`src/design/frs_pkg.sv`:
```
// ----------------------------------------------------------------------------
// Framed record ring stack package
// Transfer types and the record length rule shared by the design and checker.
// ----------------------------------------------------------------------------
package frs_pkg;

  // Longest record a frame may describe.
  localparam logic [6:0] MAX_RECORD = 7'd64;

  // Item kinds on the input channel.
  localparam logic KIND_PUSH = 1'b0;
  localparam logic KIND_PULL = 1'b1;

  // Result status codes.
  localparam logic STATUS_OK    = 1'b0;
  localparam logic STATUS_EMPTY = 1'b1;

  // One input transfer.
  typedef struct packed {
    logic        kind;
    logic [6:0]  record_length;
    logic [15:0] word_value;
    logic        end_of_record;
  } in_item_t;

  // One result transfer.
  typedef struct packed {
    logic [15:0] out_word;
    logic [6:0]  out_length;
    logic        last_of_run;
    logic        status;
    logic [11:0] free_words;
    logic        store_empty;
  } out_item_t;

  // A length word carries the count in its low seven bits, clamped to MAX_RECORD.
  function automatic logic [6:0] clamp_len(input logic [15:0] v);
    logic [6:0] n;
    n = v[6:0];
    return (n > MAX_RECORD) ? MAX_RECORD : n;
  endfunction

endpackage

```
`src/design/frs_obuf.sv`:
```
// ----------------------------------------------------------------------------
// Framed record ring stack output register
// Holds one result transfer so the controller can move on while it waits.
// ----------------------------------------------------------------------------
module frs_obuf (
  input  logic               clk,
  input  logic               rst_n,
  input  logic               push_valid,
  input  frs_pkg::out_item_t push_data,
  output logic               push_ready,
  output logic               out_valid,
  input  logic               out_ready,
  output frs_pkg::out_item_t out_data
);

  logic               vld_r;
  logic               vld_nxt;
  frs_pkg::out_item_t data_r;

  // The register takes a new result when it is empty or being drained.
  assign push_ready = !vld_r || out_ready;
  assign vld_nxt    = push_valid || (vld_r && !out_ready);

  always_ff @(posedge clk) begin
    if (!rst_n) begin
      vld_r <= 1'b0;
    end else begin
      vld_r <= vld_nxt;
    end
  end

  always_ff @(posedge clk) begin
    if (push_valid && push_ready) begin
      data_r <= push_data;
    end
  end

  assign out_valid = vld_r;
  assign out_data  = data_r;

endmodule

```
`config.mk`:
```
export PLATFORM = sky130hd
export DESIGN_NAME = frs_obuf
export DESIGN_NICKNAME = d
export VERILOG_FILES = /design/src/design/frs_pkg.sv /design/src/design/frs_obuf.sv
export SDC_FILE = /design/constraint.sdc
export NUM_CORES = 1
export LEC_CHECK = 0
export BUFFER_PORTS_ARGS = -buffer_cell sky130_fd_sc_hd__buf_4
export CAP_MARGIN = 5
export CORE_MARGIN = 5
export CORE_UTILIZATION = 43
export CTS_CLUSTER_DIAMETER = 120
export DETAILED_ROUTE_END_ITERATION = 6
export GPL_ROUTABILITY_DRIVEN = 0
export MAX_ROUTING_LAYER = met4
export PLACE_DENSITY = 0.87
export SLEW_MARGIN = 20
export SYNTH_ARGS = -nofsm -noshare
export SYNTH_HDL_FRONTEND = slang
export SYNTH_SLANG_ARGS = --single-unit
```
`constraint.sdc`:
```
create_clock -name clk -period 2.4 [get_ports clk]
set_input_delay 0.24 -clock clk [delete_from_list [all_inputs] [get_ports clk]]
set_output_delay 0.24 -clock clk [all_outputs]
set_load 0.02 [all_outputs]
```
* Word-level counts from Yosys, hierarchy flattened
Cells that the tools add are included.
Storage, ports and cells: register bits after elaboration 39, input bits 42
Cells by class: reduce and logical (&&, ||, !) cells 6
Operators by type and width (number):
- $logic_and A1 B1 Y1 | 2
- $logic_not A1 Y1 | 2
- $logic_or A1 B1 Y1 | 2

* Logic depth before layout (Yosys ltp)
depth after elaboration 3, depth in mapped cells 2, depth with buffers taken out 2

* Worst setup path after synthesis
No wires, ideal clock.
path type register to register, start register vld_r, in the netlist out_valid, end register data_r (netlist bit out_data[0]) (enable), data arrival time 0.915 ns, data required time 2.050 ns, path slack 1.136 ns, stages on the path, launching flop included 3, period minus slack after synthesis 1.264 ns, path through dfxtp_1 > nand2b_4 > and2_4
On the way: longest elaborated chain between the ends 3
Ends and longest elaborated chain:
- from (decl) | RTL line frs_obuf.sv:16 | logic vld_r;
- from (signal assigned) | RTL line frs_obuf.sv:28 | vld_r <= vld_nxt;
- $logic_not A1 Y1 | RTL line frs_obuf.sv:21 | assign push_ready = !vld_r || out_ready;
- $logic_or A1 B1 Y1 | RTL line frs_obuf.sv:21
- named net push_ready | RTL line frs_obuf.sv:10 | output logic push_ready,
- $logic_and A1 B1 Y1 | RTL line frs_obuf.sv:33 | if (push_valid && push_ready) begin
- to (signal assigned) | RTL line frs_obuf.sv:34 | data_r <= push_data;
- to (decl) | RTL line frs_obuf.sv:18 | frs_pkg::out_item_t data_r;
The timed path passes the listed nets, and every way through them passes these cells. A chain may end at the register's enable or synchronous reset.

* Worst setup path in the final report
start register vld_r, in the netlist out_valid, end register data_r (netlist bit out_data[18]) (enable)
On the way: longest elaborated chain between the ends 3
Ends and longest elaborated chain (RTL line):
- $logic_not A1 Y1 | frs_obuf.sv:21
- $logic_or A1 B1 Y1 | frs_obuf.sv:21
- $logic_and A1 B1 Y1 | frs_obuf.sv:33
No other way between the ends.

==> results.env <==
RUN_STATUS='finished, final reports clean'
GRT.TOTAL_USAGE_PCT=14.5
CTS_SETUP_BUFFERS=0
CTS_NUM_SINKS=39
TIGHTESTPINTRANSITION_NS=0.468
YOSYSUNIQUECELLTYPES=6
GLOBALROUTE.BUSIESTLAYER='met2'
COREAREA_UM2=2710
HOLD_BUFS_INSERTED_AFTER_CTS=0
COUNT_OF_INSTANCES_RESIZED_AFTER_THE_CLOCK_TREE_IS_BUILT=0
ANTENNA_FOUND_INITIAL=0
NUMBER_OF_FLOPS_MAPPED_TO_ENABLE_CELLS_BY_YOSYS=38
FLOORPLAN.DIE_AREA_UM2=3940
GRT_PASS1_VIAS=823
POWER_DENSITY_nW_PER_UM2=776
SYNTH_SEQ_AREA_SHARE_PCT=96.9
GLOBALROUTEMET3UTIL_PCT=10.6
NUMBER_OF_STANDARD_CELL_ROWS_IN_THE_FLOORPLAN=19
IR_DROP_V=0.000650
CP_NUM_BUF_INV=0
MAXSLEWHEADROOM_PCT=68.8
MET2_USAGE_PCT=23.3
CRITICAL_PATH.CELL_CHAIN='nand2b_4 > and2_4'
AREA_GROWTH_SYN_TO_LAYOUT_PCT=62.7
HORIZ_DIE_DIM_UM=62.8
SYNTHTOPCELLSBYAREA='sky130_fd_sc_hd__edfxtp_1, sky130_fd_sc_hd__dfxtp_1, sky130_fd_sc_hd__nand2b_4'
REMAINING_DRC_ERRORS=0
YOSYSMOSTFREQUENTCELL='sky130_fd_sc_hd__edfxtp_1'
FIRST_PASS_ITERS=4
FINAL_SETUP_VIO_COUNT=0
TRITONCTS='yes'
ROUTE.ANTENNA.REMAINING_NETS=0
WORST_PATH_LARGEST_CELL_DELAY_NS=0.45
FINAL.FILL_COUNT=175
POSTLAYOUTCOREUTIL_PCT=72.0
FINAL_MAX_SLEW_VIOL_COUNT=0
FIRST_ITER_VIOLATIONS=15
YS_DOMINANT_REG_CELL='sky130_fd_sc_hd__edfxtp_1'
DPL-INSTANCE-AREA_UM2=1850
TOTAL_NEGATIVE_SETUP_SLACKS_NS=0
CHIPHEIGHT_UM=62.8
GRT_MAX_DEGREE=39
PLACEMENT.IO_BUFFERS=81
INITIAL_UTILIZATION_PCT=44.2
YS_SEQ_ELEMENTS=39
SYNTH.YOSYS.WARNINGS=0
WIRE_PER_INST_UM=16.6
CRITICAL-PATH-TOP-DELAY-FAMILY='simple AND/OR/NAND/NOR gates'
INSERTEDDIODECOUNT=0
TIMING.FINAL.CRIT_SHARE_PCT=52.6
POST_SYNTH.CELL_AREA_AVG_UM2=27.9
ROUTE.DETAILED.VIAS_PER_INST=4.56
DESIGN.PORTCOUNT=82
POSTSYNTH.ASYNCRESETSHARE_PCT=0
CP_MAX_FO=38
SETUP.WORST_PATH.END_CLASS='flop'
CP_CLASS='flop to flop'
CPMAXSTAGEDELAYCELL='sky130_fd_sc_hd__and2_4'
SYN_AREA_UM2=1200
SYN_INST=43
FINALHOLDVIOLATIONS=0
FIN_NETS=173
SYNTH_LARGEST_TYPE_AREA_FRACTION_PCT=95.2
HOLDCRITPATHCLASS='input port to flop'
FINAL_CLOCK_SKEW_NS=0.00788
SHARE_OF_CELLS_ABOVE_DRIVE_STRENGTH_1_PCT=69.7
FINISH.INSTANCE_AREA_UM2=1950
GRT_OVERFLOW=0
NUM_VIAS=743
P_LEAK_nW=0.837
CRIT_REQUIRED_NS=2.38
CLK_PIN_SLEW_WORST_PATHS_NS=0.12
WIRE_LENGTH_OF_THE_FIRST_GLOBAL_ROUTING_PASS_MM=3.98
LAYOUT_MIN_CYCLE_TIME_NS=1.26
FINAL-SEQ-AREA_UM2=1160
CTS_MADE_BUFFERS=5
CTS_MAX_LEVEL=2
MULTI_INPUT_AREA_UM2=33.8
MAPPEDNETLISTNETS=85
UNREPAIRED_SETUP_ENDPOINTS_AFTER_GLOBAL_ROUTING='no'
CLK_ROOT_BUFFER_CELL='sky130_fd_sc_hd__clkbuf_4'
MAX_FREQ_GHz=0.792
WORST_EP_ARRIVAL_TIME_NS=1.24
CTSLONGESTPATHBUFFERS=2
SYNTH_LARGEST_AREA_CELL='sky130_fd_sc_hd__edfxtp_1'
GLOBAL_ROUTE.USAGE.MET1_PCT=12.7
WIRELENGTH_MM=2.71
TIMING.MAX_CAP.VIOLATIONS=0
CRITICAL_PATH.STARTPOINT_TYPE='flop'
CLK-INSERTION-DELAY-LATE_NS=0.33
## per-layer routing
metal	vias up	share of wire (%)
li1	345	-
met2	57	51
met1	339	32
met5	-	0
met3	2	17
met4	0	0.63
## worst reg2reg max path, cell delays in order, from the launching register on
cell and delay, ns:
sky130_fd_sc_hd__dfxtp_1 0.36, sky130_fd_sc_hd__nand2b_4 0.09, sky130_fd_sc_hd__and2_4 0.45
## placed cells by master, fill, tap and decap left out
master / instances
sky130_fd_sc_hd__buf_4: 81
sky130_fd_sc_hd__edfxtp_1: 38
sky130_fd_sc_hd__clkbuf_4: 5
sky130_fd_sc_hd__bufinv_16: 2
sky130_fd_sc_hd__nand2b_4: 1
sky130_fd_sc_hd__and2_4: 1
sky130_fd_sc_hd__inv_1: 1
sky130_fd_sc_hd__a21boi_2: 1
sky130_fd_sc_hd__clkinvlp_4: 1
sky130_fd_sc_hd__dfxtp_1: 1
## path summary, 6_finish.rpt
path / from / end / slack (ns) / cells after the start
worst max-delay path: out_valid / out_data[18] / 1.14 / 2
worst min-delay path: push_data[3] / out_data[3] / 0.07 / 1
worst max register to register: out_valid / out_data[18] / 1.14 / 2
worst min register to register: out_valid / out_valid / 0.54 / 2
## through the flow
stage	power, mW	hold slack, ns	instances	setup slack, ns
final	1.51	0.0719	163	1.14
after global routing	1.57	0.0225	163	1.08
after CTS	1.53	0.0520	163	1.14
after detailed placement	1.00	0.419	155	1.14
after global placement	0.998	0.418	155	1.16
after floorplan	0.888	0.339	43	1.14
## cell type report
type / instances / area share [%]
Tap cell: 31 / 1.99
Inverter: 1 / 0.192
Multi-Input combinational cell: 3 / 1.73
Clock inverter: 3 / 3.46
Clock buffer: 5 / 1.92
Timing Repair Buffer: 81 / 31.2
Sequential cell: 39 / 59.5
## sequential cells by signal (all words and copies together) (netlist names)
register / flops
out_data: 38
out_valid: 1
## kinds of logic (layout without fill, tap and decap cells)
logic type | after synthesis | after routing | synth area share [%]
buffers and inverters | 1 | 90 | 0.313
DFF | 39 | 39 | 96.9
AOI/OAI and AO/OA | 1 | 1 | 0.939
and+or+nand+nor | 2 | 2 | 1.88
## report_power, final
part	leakage (nW)	total, mW	internal (mW)	switching [mW]
Sequential	0.376	0.806	0.794	0.0116
Combinational	0.410	0.181	0.0907	0.0903
Clock	0.0514	0.526	0.324	0.202
Total	0.837	1.51	1.21	0.304
Note: power is estimated with default switching activity, not from simulation.
